`config.mk`:
```
export PLATFORM = sky130hd
export DESIGN_NAME = tccs_queue
export DESIGN_NICKNAME = d
export VERILOG_FILES = /design/src/tccs_pkg.sv /design/src/tccs_queue.sv
export SDC_FILE = /design/constraint.sdc
export NUM_CORES = 1
export LEC_CHECK = 0
export BUFFER_PORTS_ARGS = -buffer_cell sky130_fd_sc_hd__clkbuf_2
export CELL_PAD_IN_SITES_DETAIL_PLACEMENT = 2
export CELL_PAD_IN_SITES_GLOBAL_PLACEMENT = 2
export CORE_AREA = 2 2 85 78
export DETAILED_ROUTE_END_ITERATION = 7
export DIE_AREA = 0 0 87 80
export GPL_ROUTABILITY_DRIVEN = 1
export PLACE_DENSITY_LB_ADDON = 0.15
export SYNTH_ARGS = -nofsm -noshare
export SYNTH_HDL_FRONTEND = slang
export SYNTH_SLANG_ARGS = --single-unit
```
`constraint.sdc`:
```
create_clock -name clk -period 2.8 [get_ports clk]
set_input_delay 0.56 -clock clk [delete_from_list [all_inputs] [get_ports clk]]
set_output_delay 0.56 -clock clk [all_outputs]
set_load 0.05 [all_outputs]
```
`src/tccs_pkg.sv`:
```
// shared types, codes and constants of the text console cursor and scroll unit
`default_nettype none

package tccs_pkg;

	// screen geometry defaults
	localparam int DEF_COLUMNS     = 80;
	localparam int DEF_ROWS        = 25;
	localparam int DEF_QUEUE_DEPTH = 2;

	// field widths
	localparam int MODE_W = 3;
	localparam int BYTE_W = 8;
	localparam int OCOL_W = 7;
	localparam int OROW_W = 5;

	// request modes as they arrive
	localparam logic [MODE_W-1:0] MODE_PUT   = 3'd0;
	localparam logic [MODE_W-1:0] MODE_BKSP  = 3'd1;
	localparam logic [MODE_W-1:0] MODE_CLEAR = 3'd2;
	localparam logic [MODE_W-1:0] MODE_SET   = 3'd3;
	localparam logic [MODE_W-1:0] MODE_READ  = 3'd4;

	// decoded operations handed to the back end
	typedef logic [2:0] op_t;
	localparam op_t OP_PUT  = 3'd0;
	localparam op_t OP_NL   = 3'd1;
	localparam op_t OP_BS   = 3'd2;
	localparam op_t OP_CLR  = 3'd3;
	localparam op_t OP_SET  = 3'd4;
	localparam op_t OP_RD   = 3'd5;
	localparam op_t OP_NOP  = 3'd6;

	// character and attribute constants
	localparam logic [BYTE_W-1:0] NEWLINE_CODE = 8'd10;
	localparam logic [BYTE_W-1:0] SPACE_CODE   = 8'd32;
	localparam logic [BYTE_W-1:0] RESET_ATTR   = 8'd7;

	// classified request in the queue
	typedef struct packed {
		op_t               op;
		logic [BYTE_W-1:0] ch;
		logic [BYTE_W-1:0] col;
		logic [BYTE_W-1:0] row;
	} cmd_t;

	// result as it leaves the back end
	typedef struct packed {
		logic [OCOL_W-1:0] cursor_col;
		logic [OROW_W-1:0] cursor_row;
		logic [BYTE_W-1:0] cell_char;
		logic [BYTE_W-1:0] cell_attr;
	} res_t;

endpackage

`default_nettype wire

```
`src/tccs_queue.sv`:
```
// short fifo of decoded requests between front and back end
`default_nettype none

module tccs_queue import tccs_pkg::*; #(
	parameter int DEPTH = DEF_QUEUE_DEPTH
) (
	input  wire  clk,
	input  wire  arst_n,
	input  wire  push,
	input  cmd_t push_data,
	output logic full,
	input  wire  pop,
	output logic pop_valid,
	output cmd_t pop_data
);

	localparam int PW = (DEPTH > 1) ? $clog2(DEPTH) : 1;
	localparam int CW = $clog2(DEPTH + 1);
	localparam logic [PW-1:0] LAST = PW'(DEPTH - 1);

	cmd_t          entry_q [DEPTH];
	logic [PW-1:0] wr_ptr_q;
	logic [PW-1:0] rd_ptr_q;
	logic [CW-1:0] count_q;
	logic          do_push;
	logic          do_pop;

	assign full      = (count_q == CW'(DEPTH));
	assign pop_valid = (count_q != '0);
	assign pop_data  = entry_q[rd_ptr_q];
	assign do_push   = push && !full;
	assign do_pop    = pop && pop_valid;

	always_ff @(posedge clk or negedge arst_n) begin
		if (!arst_n) begin
			wr_ptr_q <= '0;
			rd_ptr_q <= '0;
			count_q  <= '0;
		end else begin
			if (do_push) wr_ptr_q <= (wr_ptr_q == LAST) ? '0 : wr_ptr_q + 1'b1;
			if (do_pop)  rd_ptr_q <= (rd_ptr_q == LAST) ? '0 : rd_ptr_q + 1'b1;
			if (do_push && !do_pop)      count_q <= count_q + 1'b1;
			else if (do_pop && !do_push) count_q <= count_q - 1'b1;
		end
	end

	always_ff @(posedge clk) begin
		if (do_push) entry_q[wr_ptr_q] <= push_data;
	end

endmodule

`default_nettype wire

```
==> impl_metrics.tcl, run 1 <==
set metrics [dict create \
    outcome "finished, final reports clean" \
    maxSlewViolCount 0 \
    fin_crit_sh_pct 88.42 \
    routabilityCongestion 0.6753 \
    portBuffers 59 \
    detail-route-antenna-nets 0 \
    clkSlewWorstSetupHoldPaths_ps 60 \
    max_freq_ghz 0.4039 \
    syn_inst 103 \
    p_leak_uw 0.001135 \
    drt-initial-drc-count 39 \
    gr-total-overflow 0 \
    area_growth_pct 23.37 \
    crit_type "reg -> out" \
    fin_skew_ps 3.919 \
    grt_pass1_vias 1282 \
    worst_pin_slew_ps 824.0 \
    num-fill-cells 581 \
    antenna_found_initial 0 \
    syn_area_um2 2248 \
    start_kind "flip-flop" \
    drive_gt1_share_pct 57.39 \
    cp_max_fo 28 \
    ios 60 \
    final.setup.worst_slack_ps 324.3 \
    cp-startpoint "rd_ptr_q" \
    hold_viol_final 0 \
    cp.arrival_ps 1920 \
    cp.required_ps 2240 \
    grt_pass1_wl_mm 6.796 \
    crit_path_end_kind "primary output" \
    cts_setup_buffers 0 \
    avgSynthCellArea_um2 21.83 \
    post_drt_via_cell_ratio 4.641 \
    track_usage_pct 14.42 \
    drt_first_pass_iters 4 \
    netlist-cell-type-count 16 \
    yosysSeqAreaShare_pct 76.57 \
    die_x_um 87 \
    place_hpwl_mm 3.105 \
    cts-buffers-inserted 9 \
    synth_warnings 0 \
    place_ws_ps 648.6 \
    wl_mm 4.486 \
    die_h_um 80 \
    synth_nets 135 \
    clk_path_buf_depth 2 \
    antennaDiodeCount 0 \
    drv_cap 0 \
    yosysTopAreaCell "edfxtp_1" \
    clk_latency_ps 330 \
    dieArea_um2 6960 \
    regToRegStartpoint "count_q[0]" \
    num_vias 1151 \
    rsz0062_at_grt "no" \
    ctsResizeCount 0 \
    num_rows 27 \
    postCtsHoldBufs 0 \
    nNetsFinal 204 \
    clock_sinks 58 \
    synth_seq_cells 58 \
    core_um2 6047 \
    grt_max_degree 29 \
    drc 0 \
    relSlewSlack_pct 45.07 \
    reg2reg_slack_ps 1260 \
    wl_per_cell_um 18.09 \
    post-route-min-period_ps 2476 \
    ir_drop_v 0.0008303 \
    synthTopCellsByArea "edfxtp_1, mux2_4, dfrtp_1, mux2_2, buf_12" \
    initial_core_util_pct 37.18 \
    fin_setup_tns_ps 0 \
    hold_path_class "in -> async" \
    htree_levels 3 \
    setup_viol 0 \
    root_buffer "clkbuf_8" \
    yosysTopAreaCellShare_pct 72.12 \
    powerDensity_nw_per_um2 1266 \
    cts_tree "done" \
]
[per-layer routing]
metal	share of wire [%]	track usage, %
met1	36	13.66
met2	55	26.03
met3	6.6	7.446
met4	1.9	5.625
met5	0	0
[cell families (layout without fill, tap and decap cells)]
kind of cell | Yosys count | count (layout) | synth area share, %
AND/OR/NAND/NOR | 7 | 7 | 1.614
flip-flops | 58 | 58 | 76.57
adder cells (fa/ha/maj) | 1 | 1 | 0.5564
XOR/XNOR | 5 | 5 | 1.948
buffers and inverters | 5 | 78 | 2.616
multiplexers | 27 | 27 | 16.69
[state kept, by name (all words and copies together) (netlist names)]
register  count
rd_ptr_q      1
wr_ptr_q      1
count_q       2
entry_q      54
[layout make-up]
| cell class | count | area [um^2] | share of cell area, % |
|---|---|---|---|
| clock buffer | 9 | 123.9 | 4.466 |
| clock inverter | 6 | 48.80 | 1.759 |
| inverter | 2 | 7.507 | 0.2706 |
| multi-input combinational | 40 | 470.5 | 16.96 |
| sequential | 58 | 1723 | 62.11 |
| tap | 72 | 90.09 | 3.248 |
| timing repair buffer | 61 | 310.3 | 11.19 |
[synthesized netlist by cell type]
cell type	count
buf_6	1
ha_1	1
xor2_1	2
inv_1	2
xnor2_1	3
mux2_4	19
and3_1	1
buf_12	2
edfxtp_1	54
nand2b_1	1
nand2_1	1
nand2_2	1
or2_1	1
mux2_2	8
dfrtp_1	4
nor2_1	2
[critical path, stage by stage, from the launching register on]
cell	delay (ps)
dfrtp_2	900
mux2_2	420
clkbuf_2	240
[path summary, 6_finish.rpt]
path,end,depth (start not counted)
worst min register to register,wr_ptr_q,1
worst max-delay path,pop_data[16],2
worst min-delay path,rd_ptr_q,1
min in group clk,entry_q[0][17],1
worst max register to register,count_q[1],6
max in group asynchronous,rd_ptr_q,1
[power by group]
group / total (uW) / internal (uW) / switching, uW / leakage [uW]
sequential: 1370 / 1190 / 172 / 0.000547
combinational: 1450 / 468 / 985 / 0.000501
clock: 693 / 390 / 303 / 0.0000867
[layout by cell type (no fill, tap or decap), drive strengths merged]
cell,Yosys,layout
and3,1,1
buf,3,2
bufinv,0,1
clkbuf,0,68
clkinv,0,5
dfrtp,4,4
edfxtp,54,54
ha,1,1
inv,2,2
mux2,27,27
nand2,2,2
nand2b,1,1
nor2,2,2
or2,1,1
xnor2,3,3
xor2,2,2
[through the flow]
| step | hold slack, ps | area [um^2] | util [%] | instances | total power [uW] |
|---|---|---|---|---|---|
| floorplan | 264.4 | 2248 | - | 103 | 2584 |
| CTS | 10.82 | 2774 | 45.87 | 248 | 3568 |
| global placement | 375.0 | 2601 | 43.02 | 233 | 2798 |
| global route | 16.06 | 2774 | 45.87 | 248 | 3666 |
| detailed placement | 376.1 | 2601 | 43.02 | 233 | 2859 |
| finish | 26.86 | 2774 | 45.87 | 248 | 3512 |
Note: power is estimated with default switching activity, not from simulation.
==> run 2, diff against run 1 <==
- ABC_CLOCK_PERIOD_IN_PS: unset -> 2800
- CAP_MARGIN: unset -> 30
- SETUP_SLACK_MARGIN: unset -> 0.5
==> run 2 against run 1 <==
First-iteration DRC count fell by 15%. Fmax rose by 14%. Sequential power fell by 6%. Routed wire length rose by 2.6%. Highest routed layer unchanged. Non-clock buffer count rose by 3.
==> impl_metrics.tcl, run 2 (synthesized netlist as in run 1, its figures left out) <==
set metrics [dict create \
    grt_pass1_vias 1280 \
    crit_path_end_kind "primary output" \
    die_h_um 80 \
    max_stage_delay_ps 530 \
    routabilityCongestion 0.6753 \
    outcome "finished, final reports clean" \
    worst_pin_slew_ps 395.2 \
    num-fill-cells 574 \
    cp.required_ps 2240 \
    dieArea_um2 6960 \
    post-route-min-period_ps 2165 \
    wl_per_cell_um 18.34 \
    portBuffers 59 \
    ios 60 \
    drc 0 \
    fin_setup_tns_ps 0 \
    path_cells "buf_16 -> mux2_4 -> clkbuf_2" \
    drt_first_pass_iters 4 \
    fin_area_um2 2831 \
    seq_power_share_pct 35.8 \
    antennaDiodeCount 0 \
    num_rows 27 \
    area_growth_pct 25.93 \
    drv_cap 0 \
    num_vias 1171 \
    reg_top3 "entry_q (54), count_q (2)" \
    p_int_uw 2126 \
    grt_max_degree 28 \
    fin_skew_ps 4.406 \
    hold_viol_final 0 \
    gr-total-overflow 0 \
    antenna_found_initial 0 \
    cts_tree "done" \
    cp_num_buf_inv 2 \
    fin_crit_sh_pct 77.33 \
    cp.arrival_ps 1610 \
    die_x_um 87 \
    htree_levels 3 \
    p_clk_share_pct 19.2 \
    cts-buffers-inserted 9 \
    initial_core_util_pct 37.18 \
    maxSlewViolCount 0 \
    crit_type "reg -> out" \
    setup_viol 0 \
    nNetsFinal 207 \
    clk_latency_ps 340 \
    powerDensity_nw_per_um2 1275 \
    grt_pass1_wl_mm 6.872 \
    drt-initial-drc-count 33 \
    final_common_cell "clkbuf_2" \
    p_comb_share_pct 45.0 \
    clkSlewWorstSetupHoldPaths_ps 60 \
    swShare_pct 41.12 \
    relSlewSlack_pct 73.65 \
    clk_path_buf_depth 2 \
    final_cell_mix "clkbuf_2, edfxtp_1, mux2_4" \
    wl_mm 4.603 \
    post_drt_via_cell_ratio 4.665 \
    max_freq_ghz 0.4618 \
    cp_max_fo 14 \
    crit_family "flip-flops" \
    critPathSlowestCell "dfrtp_4" \
    root_buffer "clkbuf_8" \
    place_area_um2 2601 \
    core_um2 6047 \
    largest_reg_flops 54 \
    power_switching_uw 1484 \
    hold_path_class "in -> async" \
    total_power_uw 3610 \
    fin_cells 251 \
    place_hpwl_mm 3.105 \
    postCtsHoldBufs 0 \
    p_leak_uw 0.001162 \
    top_register "entry_q" \
    drive_gt1_share_pct 58.10 \
    ir_drop_v 0.0009211 \
    start_kind "flip-flop" \
    rsz0062_at_grt "no" \
    clock_sinks 58 \
    track_usage_pct 14.57 \
    detail-route-antenna-nets 0 \
    whs_ps 27.96 \
    placedCellCount 233 \
]
-- run 2: cell count changes in the layout (fill, tap and decap cells not counted) --
| cell | delta |
|---|---|
| buf_12 | +1 |
| buf_16 | +1 |
| buf_4 | +1 |
| dfrtp_2 | -1 |
| dfrtp_4 | +1 |
-- run 2: worst paths after layout --
path                               startpoint              to  slack [ps]  cells past startpoint
max in group asynchronous              arst_n        rd_ptr_q        2620                      1
worst min register to register       wr_ptr_q        wr_ptr_q         520                      1
worst max register to register     count_q[0]      count_q[1]        1260                      6
min in group clk                push_data[11]  entry_q[0][11]         410                      1
worst min-delay path                   arst_n        rd_ptr_q          30                      1
worst max-delay path                 rd_ptr_q     pop_data[9]         630                      3
-- run 2: repair_timing --
action                     CTS  global route
setup endpoints to repair   27            13
gates resized for setup      1             0
pin swaps                    0             0
buffers inserted             1             2
-- run 2: metal layers --
layer | up-vias | wire length [um] | global-route usage [%]
li1 | 534 | - | -
met1 | 588 | 1710 | 14.68
met2 | 41 | 2503 | 25.42
met3 | 8 | 306 | 7.446
met4 | 0 | 83 | 5.625
met5 | - | 0 | 0
-- run 2: area by class of cell --
class / count / area [um^2] / share of cell area [%]
clock buffer: 9 / 123.9 / 4.375
tap: 72 / 90.09 / 3.182
timing repair buffer: 64 / 365.4 / 12.90
multi-input combinational: 40 / 470.5 / 16.62
clock inverter: 6 / 48.80 / 1.723
sequential: 58 / 1725 / 60.94
inverter: 2 / 7.507 / 0.2651
-- run 2: metrics by stage --
stage	setup slack (ps)	util, %
after floorplan	592.3	-
after global placement	695.0	43.02
after detailed placement	648.6	43.02
after CTS	502.9	46.37
after global routing	594.5	46.82
final	634.7	46.82
-- run 2: worst register-to-register path, stage by stage, from the launching register on --
cell,delay [ps]
dfrtp_1,420
nand2b_1,200
nand2_1,150
inv_1,70
ha_1,310
nor2_1,140
xor2_1,160
-- run 2: power groups by stage --
| stage | combinational [uW] | clock, uW | sequential [uW] |
|---|---|---|---|
| 4_1_cts | 1570 | 716 | 1330 |
| 5_1_grt | 1700 | 747 | 1310 |
| 2_1_floorplan | 1320 | 0 | 1260 |
| 6_report | 1630 | 692 | 1290 |
| 3_5_place_dp | 1470 | 0 | 1390 |
| 3_3_place_gp | 1430 | 0 | 1370 |
