--- config.mk ---
export PLATFORM = sky130hd
export DESIGN_NAME = tccs_front_flat
export DESIGN_NICKNAME = d
export VERILOG_FILES = /design/src/tccs_pkg.sv /design/src/tccs_ifs.sv /design/src/tccs_front.sv /design/src/flat_wrapper.sv
export SDC_FILE = /design/constraint.sdc
export NUM_CORES = 1
export LEC_CHECK = 0
export CORE_AREA = 2 2 39 41
export DETAILED_ROUTE_END_ITERATION = 16
export DIE_AREA = 0 0 41 43
export DONT_BUFFER_PORTS = 1
export SLEW_MARGIN = 20
export SYNTH_ARGS = -nofsm -noshare
export SYNTH_HDL_FRONTEND = slang
export SYNTH_SLANG_ARGS = --single-unit
export TNS_END_PERCENT = 50
--- constraint.sdc ---
create_clock -name vclk -period 0.86
set_clock_uncertainty 0.2 [all_clocks]
set_input_delay 0.086 -clock vclk [all_inputs]
set_output_delay 0.086 -clock vclk [all_outputs]
set_load 0.01 [all_outputs]
--- src/tccs_pkg.sv ---
// shared types, codes and constants of the text console cursor and scroll unit
`default_nettype none

package tccs_pkg;

	// screen geometry defaults
	localparam int DEF_COLUMNS     = 80;
	localparam int DEF_ROWS        = 25;
	localparam int DEF_QUEUE_DEPTH = 2;

	// field widths
	localparam int MODE_W = 3;
	localparam int BYTE_W = 8;
	localparam int OCOL_W = 7;
	localparam int OROW_W = 5;

	// request modes as they arrive
	localparam logic [MODE_W-1:0] MODE_PUT   = 3'd0;
	localparam logic [MODE_W-1:0] MODE_BKSP  = 3'd1;
	localparam logic [MODE_W-1:0] MODE_CLEAR = 3'd2;
	localparam logic [MODE_W-1:0] MODE_SET   = 3'd3;
	localparam logic [MODE_W-1:0] MODE_READ  = 3'd4;

	// decoded operations handed to the back end
	typedef logic [2:0] op_t;
	localparam op_t OP_PUT  = 3'd0;
	localparam op_t OP_NL   = 3'd1;
	localparam op_t OP_BS   = 3'd2;
	localparam op_t OP_CLR  = 3'd3;
	localparam op_t OP_SET  = 3'd4;
	localparam op_t OP_RD   = 3'd5;
	localparam op_t OP_NOP  = 3'd6;

	// character and attribute constants
	localparam logic [BYTE_W-1:0] NEWLINE_CODE = 8'd10;
	localparam logic [BYTE_W-1:0] SPACE_CODE   = 8'd32;
	localparam logic [BYTE_W-1:0] RESET_ATTR   = 8'd7;

	// classified request in the queue
	typedef struct packed {
		op_t               op;
		logic [BYTE_W-1:0] ch;
		logic [BYTE_W-1:0] col;
		logic [BYTE_W-1:0] row;
	} cmd_t;

	// result as it leaves the back end
	typedef struct packed {
		logic [OCOL_W-1:0] cursor_col;
		logic [OROW_W-1:0] cursor_row;
		logic [BYTE_W-1:0] cell_char;
		logic [BYTE_W-1:0] cell_attr;
	} res_t;

endpackage

`default_nettype wire

--- src/tccs_ifs.sv ---
// valid/ready channel interfaces for requests, results and configuration
`default_nettype none

interface tccs_cmd_if import tccs_pkg::*; ();
	logic              valid;
	logic              ready;
	logic [MODE_W-1:0] mode;
	logic [BYTE_W-1:0] char_code;
	logic [BYTE_W-1:0] col;
	logic [BYTE_W-1:0] row;

	modport source (output valid, mode, char_code, col, row, input ready);
	modport sink (input valid, mode, char_code, col, row, output ready);
endinterface


`default_nettype wire

--- src/tccs_front.sv ---
// front end: takes requests, decodes the mode and clamps coordinates
`default_nettype none

module tccs_front import tccs_pkg::*; #(
	parameter int COLUMNS = DEF_COLUMNS,
	parameter int ROWS    = DEF_ROWS
) (
	tccs_cmd_if.sink cmd,
	input  wire  init_busy,
	input  wire  q_full,
	output logic q_push,
	output cmd_t q_data
);

	localparam logic [BYTE_W-1:0] LAST_COL = BYTE_W'(COLUMNS - 1);
	localparam logic [BYTE_W-1:0] LAST_ROW = BYTE_W'(ROWS - 1);

	assign cmd.ready = !q_full && !init_busy;
	assign q_push    = cmd.valid && cmd.ready;

	always_comb begin
		q_data.ch  = cmd.char_code;
		q_data.col = (cmd.col > LAST_COL) ? LAST_COL : cmd.col;
		q_data.row = (cmd.row > LAST_ROW) ? LAST_ROW : cmd.row;
		case (cmd.mode)
			MODE_PUT:   q_data.op = (cmd.char_code == NEWLINE_CODE) ? OP_NL : OP_PUT;
			MODE_BKSP:  q_data.op = OP_BS;
			MODE_CLEAR: q_data.op = OP_CLR;
			MODE_SET:   q_data.op = OP_SET;
			MODE_READ:  q_data.op = OP_RD;
			default:    q_data.op = OP_NOP;
		endcase
	end

endmodule

`default_nettype wire

--- src/flat_wrapper.sv ---
// flat-port wrapper written by rule: the top's interface ports become plain ports
module tccs_front_flat import tccs_pkg::*;
#(
	parameter int COLUMNS = DEF_COLUMNS,
	parameter int ROWS    = DEF_ROWS
)
  (init_busy, q_full, q_push, q_data, cmd_valid, cmd_mode, cmd_char_code, cmd_col, cmd_row, cmd_ready);
  tccs_cmd_if cmd_i ();
  input  wire init_busy;
  input  wire q_full;
  output logic q_push;
  output cmd_t q_data;
  input wire logic [$bits(cmd_i.valid)-1:0] cmd_valid;
  input wire logic [$bits(cmd_i.mode)-1:0] cmd_mode;
  input wire logic [$bits(cmd_i.char_code)-1:0] cmd_char_code;
  input wire logic [$bits(cmd_i.col)-1:0] cmd_col;
  input wire logic [$bits(cmd_i.row)-1:0] cmd_row;
  output wire logic [$bits(cmd_i.ready)-1:0] cmd_ready;
  assign cmd_i.valid = cmd_valid;
  assign cmd_i.mode = cmd_mode;
  assign cmd_i.char_code = cmd_char_code;
  assign cmd_i.col = cmd_col;
  assign cmd_i.row = cmd_row;
  assign cmd_ready = cmd_i.ready;
  tccs_front #(.COLUMNS(COLUMNS), .ROWS(ROWS)) u_core (.cmd(cmd_i), .init_busy(init_busy), .q_full(q_full), .q_push(q_push), .q_data(q_data));
endmodule
==> impl_metrics.yaml, run 1 <==
timing:
  slew_viol_final: 0
  fin_crit_sh_pct: 114
  finalSetupViolations: 12
  period_needed_ns: 0.982
  rsz0062_at_grt: "yes"
  fmax_mhz: 1020
  fin_hold_ws_ns: -0.0280
  setup_slack_ns: -0.122
  hold_violations: 8
die:
  start_util_pct: 19.4
  die_w_um: 41
  ioPinCount: 59
  dieArea_um2: 1760
  rows: 14
  die_h_um: 43
  core_region_area_um2: 1380
grt:
  grt_pass1_wl_um: 717
  grt_max_degree: 7
  grt_use_total_pct: 5.79
  antenna_found_initial: 0
  gr-total-overflow: 0
  first_global_vias: 192
power:
  p_total_mw: 0.0988
  leakagePower_nw: 0.0881
  power_density_nw_per_um2: 345
  ir_drop_mv: 0.0777
worst_setup_path:
  crit_type: "in -> out"
  setup.worst_path.start: "cmd_char_code[5]"
  arrival_ns: 0.70
  endpoint_kind: "output pin"
  crit_path_max_fanout: 2
  required_ns: 0.57
  start_kind: "input pin"
final_layout:
  nClkBuffers: 0
  seq_cells: 0
  fillCellCount: 146
  fin_util_pct: 20.7
  regArea_um2: 0
  diodes: 0
  drive_above_1_share_pct: 51.6
  syn_to_final_growth_pct: 6.51
  nets: 63
  final_cells: 47
detailed_routing:
  via_count: 247
  drt_iter0_markers: 0
  ant_nets: 0
  drcViolationCount: 0
  first_pass_iters: 1
  routed_wl_um: 677
  vias_per_cell: 5.26
  wl_per_cell_um: 14.4
clock_tree:
  cts_setup_buffers: 0
yosys:
  seq_area_frac_synth_pct: 0
  ys_types: 14
  netlist_area_um2: 269
  synth_cells: 39
  yosysWarnings: 0
  syn_area_per_cell_um2: 6.90
placed_design:
  dp_cells: 47
  port_buffers: 0
  gp_congestion: 0.672
run:
  drv_cap: 0
run_status:
  status: "finished with violations"
  violations: "hold timing, setup timing"
min_path:
  hp-start: "cmd_char_code[5]"
  hold_path.class: "in -> out"
cell families (layout without fill, tap and decap cells):
kind of cell | after synthesis | after routing | share of synthesized area, %
and+or+nand+nor | 22 | 22 | 51.2
buffers and inverters | 12 | 1 | 33.5
AOI/OAI and AO/OA | 4 | 4 | 14.0
other | 1 | 4 | 1.39
where the power goes:
group / internal [mW] / switching [mW] / leakage, nW / total (mW)
combinational: 0.0493 / 0.0495 / 0.0881 / 0.0988
sequential: 0 / 0 / 0 / 0
clock: 0 / 0 / 0 / 0
Yosys cell counts:
master	number	area, um2
buf_4	12	90.1
and2_1	6	37.5
nor2_1	5	18.8
conb_1	1	3.75
a2111oi_2	1	15.0
and4bb_2	1	12.5
nor4_2	1	12.5
a211oi_1	2	15.0
or4_1	2	15.0
or3_1	4	25.0
nand2b_1	1	6.26
nand2_1	1	3.75
or2_2	1	6.26
o21a_1	1	7.51
layer usage:
metal	GRT usage (%)	vias to the layer above	part of all wire, %
met5	0	-	0
met3	1.05	2	23
met2	13.1	36	54
li1	-	105	-
met4	0.667	0	0.74
met1	4.11	104	22
metrics by stage:
stage | setup TNS (ns) | setup WS [ns] | cell area (um2)
final | -0.815 | -0.122 | 287
after global routing | -1.10 | -0.189 | 287
after CTS | -0.930 | -0.143 | 277
after detailed placement | -0.922 | -0.143 | 254
after global placement | -0.774 | -0.149 | 254
after floorplan | -0.550 | -0.0725 | 317
layout make-up:
cell class | instances | area [um2] | area share (%)
tap | 16 | 20.0 | 6.99
multi-input combinational | 30 | 259 | 90.4
timing repair buffer | 1 | 7.51 | 2.62
placed cells by master, fill, tap and decap left out, drive strengths merged:
master,synthesis,routed
conb,1,4
nand2,1,1
buf,12,1
or4,2,2
a2111oi,1,1
and4bb,1,1
and2,6,6
o21a,1,1
nor4,1,1
or2,1,1
nand2b,1,1
or3,4,4
nor2,5,5
a211oi,2,2
critical path: stages:
cell and delay (ns):
nor4_4 0.25, a211oi_1 0.11, a211oi_2 0.24
worst paths after layout:
kind | end | slack, ns | depth (start not counted)
worst max-delay path | q_data[24] | -0.12 | 3
worst min-delay path | q_data[21] | -0.03 | 0
what timing repair did:
item,CTS,global route
gates cloned,0,0
endpoints found under the hold margin,8,8
gates resized for setup,5,2
pin swaps,3,1
setup endpoints to repair,12,12
No activity file was read; power rests on OpenSTA's default activity.
==> run 2, diff against run 1 <==
--- a/config.mk
+++ b/config.mk
@@ -5,10 +5,12 @@
 export SDC_FILE = /design/constraint.sdc
 export NUM_CORES = 1
 export LEC_CHECK = 0
+export ABC_AREA = 1
 export CORE_AREA = 2 2 39 41
 export DETAILED_ROUTE_END_ITERATION = 16
 export DIE_AREA = 0 0 41 43
 export DONT_BUFFER_PORTS = 1
+export SKIP_LAST_GASP = 1
 export SLEW_MARGIN = 20
 export SYNTH_ARGS = -nofsm -noshare
 export SYNTH_HDL_FRONTEND = slang
==> run 2 against run 1 <==
Effect of this change: the flow finishes with violations (hold timing); worst hold slack about the same; non-clock buffer count rose by 1; sequential cell count unchanged; via count is 33% higher; first-iteration DRC count unchanged; global-route usage down 0.10 points; count of clock-buffer cells in the layout stayed put; largest power group unchanged; highest routed layer unchanged.
==> impl_metrics.yaml, run 2 <==
run_status:
  violations: "hold timing"
  status: "finished with violations"
yosys:
  synthSimpleGateAreaFrac_pct: 51.3
  synth_top_family_by_area: "simple AND/OR/NAND/NOR gates"
  yosys-top-cells-area: "buf_4 26%, inv_1 17%, nor2_1 12%, nand2_1 11%, or2_1 7.3%"
  synth_compound_area_share_pct: 4.00
  synth_xor_area_share_pct: 0
  synth_cells: 66
  netlist.area_leader.share_pct: 26.2
  synth_commonest_cells: "16 x inv_1, 12 x buf_4, 11 x nor2_1, 10 x nand2_1, 4 x or2_1"
  syn_area_per_cell_um2: 5.21
  synth.most_common_cell: "inv_1"
  yosysTopAreaCell: "buf_4"
  seq_area_frac_synth_pct: 0
  synth_fa_ha_area_share_pct: 0
  yosysWarnings: 0
  synth.area.mux_share_pct: 0
  netlist_area_um2: 344
  ys_types: 15
power:
  power_density_nw_per_um2: 366
  leakagePower_nw: 0.181
  ir_drop_mv: 0.0762
die:
  ioPinCount: 59
  dieArea_um2: 1760
  die_w_um: 41
  die_h_um: 43
  rows: 14
  start_util_pct: 24.9
  core_region_area_um2: 1380
worst_setup_path:
  crit_path_max_fanout: 3
  required_ns: 0.57
  arrival_ns: 0.55
  endpoint_kind: "output pin"
  start_kind: "input pin"
  crit_type: "in -> out"
detailed_routing:
  wl_per_cell_um: 8.37
  ant_nets: 0
  vias_per_cell: 4.39
  routed_wl_um: 628
  drcViolationCount: 0
  drt_iter0_markers: 0
  first_pass_iters: 1
  via_count: 329
final_layout:
  layout_commonest_cell: "inv_1"
  diodes: 0
  final_cells: 75
  seq_cells: 0
  regArea_um2: 0
  nets: 91
  nClkBuffers: 0
  layout_common_cells: "15 x inv_1, 10 x nor2_1, 8 x nand2_1"
  drive_above_1_share_pct: 20.3
  syn_to_final_growth_pct: -8.00
  fin_util_pct: 22.9
timing:
  slew_viol_final: 0
  fmax_mhz: 1190
  period_needed_ns: 0.839
  rsz0062_at_grt: "yes"
  finalSetupViolations: 0
  fin_hold_ws_ns: -0.0280
  fin_crit_sh_pct: 97.5
  hold_violations: 8
grt:
  grt_max_degree: 7
  gr-total-overflow: 0
  first_global_vias: 260
  grt_use_total_pct: 5.69
  antenna_found_initial: 0
  grt_pass1_wl_um: 772
placed_design:
  gp_congestion: 0.663
  hpwlAfterDp_um: 606
  port_buffers: 0
  dp_cells: 75
clock_tree:
  cts_setup_buffers: 0
min_path:
  min_to: "q_data[21]"
  min_path_cells: 0
  hold_path.class: "in -> out"
  hp-start: "cmd_char_code[5]"
run:
  drv_cap: 0
-- run 2: cell count changes after synthesis, sizes merged, moves of 2 or more --
cell,change
inv,+16
nand2,+10
and2,-6
nor2,+6
or2,+5
or3,-4
a211oi,-2
nand3,+2
nand3b,+2
nor3,+2
o21ai,+2
or4,-2
-- run 2: repair_timing --
action                                  CTS  global route
endpoints found under the setup margin    0            10
hold endpoints to repair                  8             8
resized for setup                         0             5
-- run 2: stage by stage --
stage / instance area (um2) / setup slack [ns] / TNS (ns) / total power [mW]
finish: 317 / 0.0214 / 0 / 0.116
global route: 317 / -0.0422 / -0.200 / 0.133
CTS: 300 / 0.0154 / 0 / 0.112
detailed placement: 300 / 0.0142 / 0 / 0.112
global placement: 300 / 0.0204 / 0 / 0.110
floorplan: 355 / 0.0391 / 0 / 0.147
-- run 2: how the worst max path moves through the flow --
stage | slack (ns) | start | cells after the start | end
2_1_floorplan | 0.04 | cmd_row[5] | 3 | q_data[0]
3_3_place_gp | 0.02 | cmd_row[0] | 5 | q_data[0]
3_5_place_dp | 0.01 | cmd_col[4] | 3 | q_data[8]
4_1_cts | 0.02 | cmd_row[5] | 3 | q_data[1]
5_1_grt | -0.04 | cmd_row[0] | 5 | q_data[0]
6_report | 0.02 | cmd_row[0] | 5 | q_data[1]
-- run 2: cell type report --
cell class                      count  area [um2]
Inverter                           16        63.8
Multi-Input combinational cell     41         218
Fill cell                         166        1070
Timing Repair Buffer                2        15.0
Tap cell                           16        20.0
-- run 2: metal layers --
| metal | wire length [um] | track usage (%) | vias up |
|---|---|---|---|
| met5 | 0 | 0 | - |
| met4 | 6 | 2.67 | 0 |
| met3 | 137 | 0.524 | 2 |
| li1 | - | - | 161 |
| met2 | 305 | 12.2 | 37 |
| met1 | 179 | 4.11 | 129 |
-- run 2: cell families (layout without fill, tap and decap cells) --
kind of cell / after synthesis / in the layout
other cells: 1 / 4
compound gates: 2 / 2
simple gates: 35 / 35
buf+inv: 28 / 18
-- run 2: where the power goes --
| group | leakage [nW] | internal, mW | switching (mW) |
|---|---|---|---|
| logic | 0.180 | 0.0432 | 0.0728 |
| registers | 0 | 0 | 0 |
| clock network | 0 | 0 | 0 |
-- run 2: worst max-delay path: stages --
cell and delay, ns:
inv_1 0.05, nand3_1 0.07, nand2_1 0.07, nand2_1 0.08, nor2_1 0.19
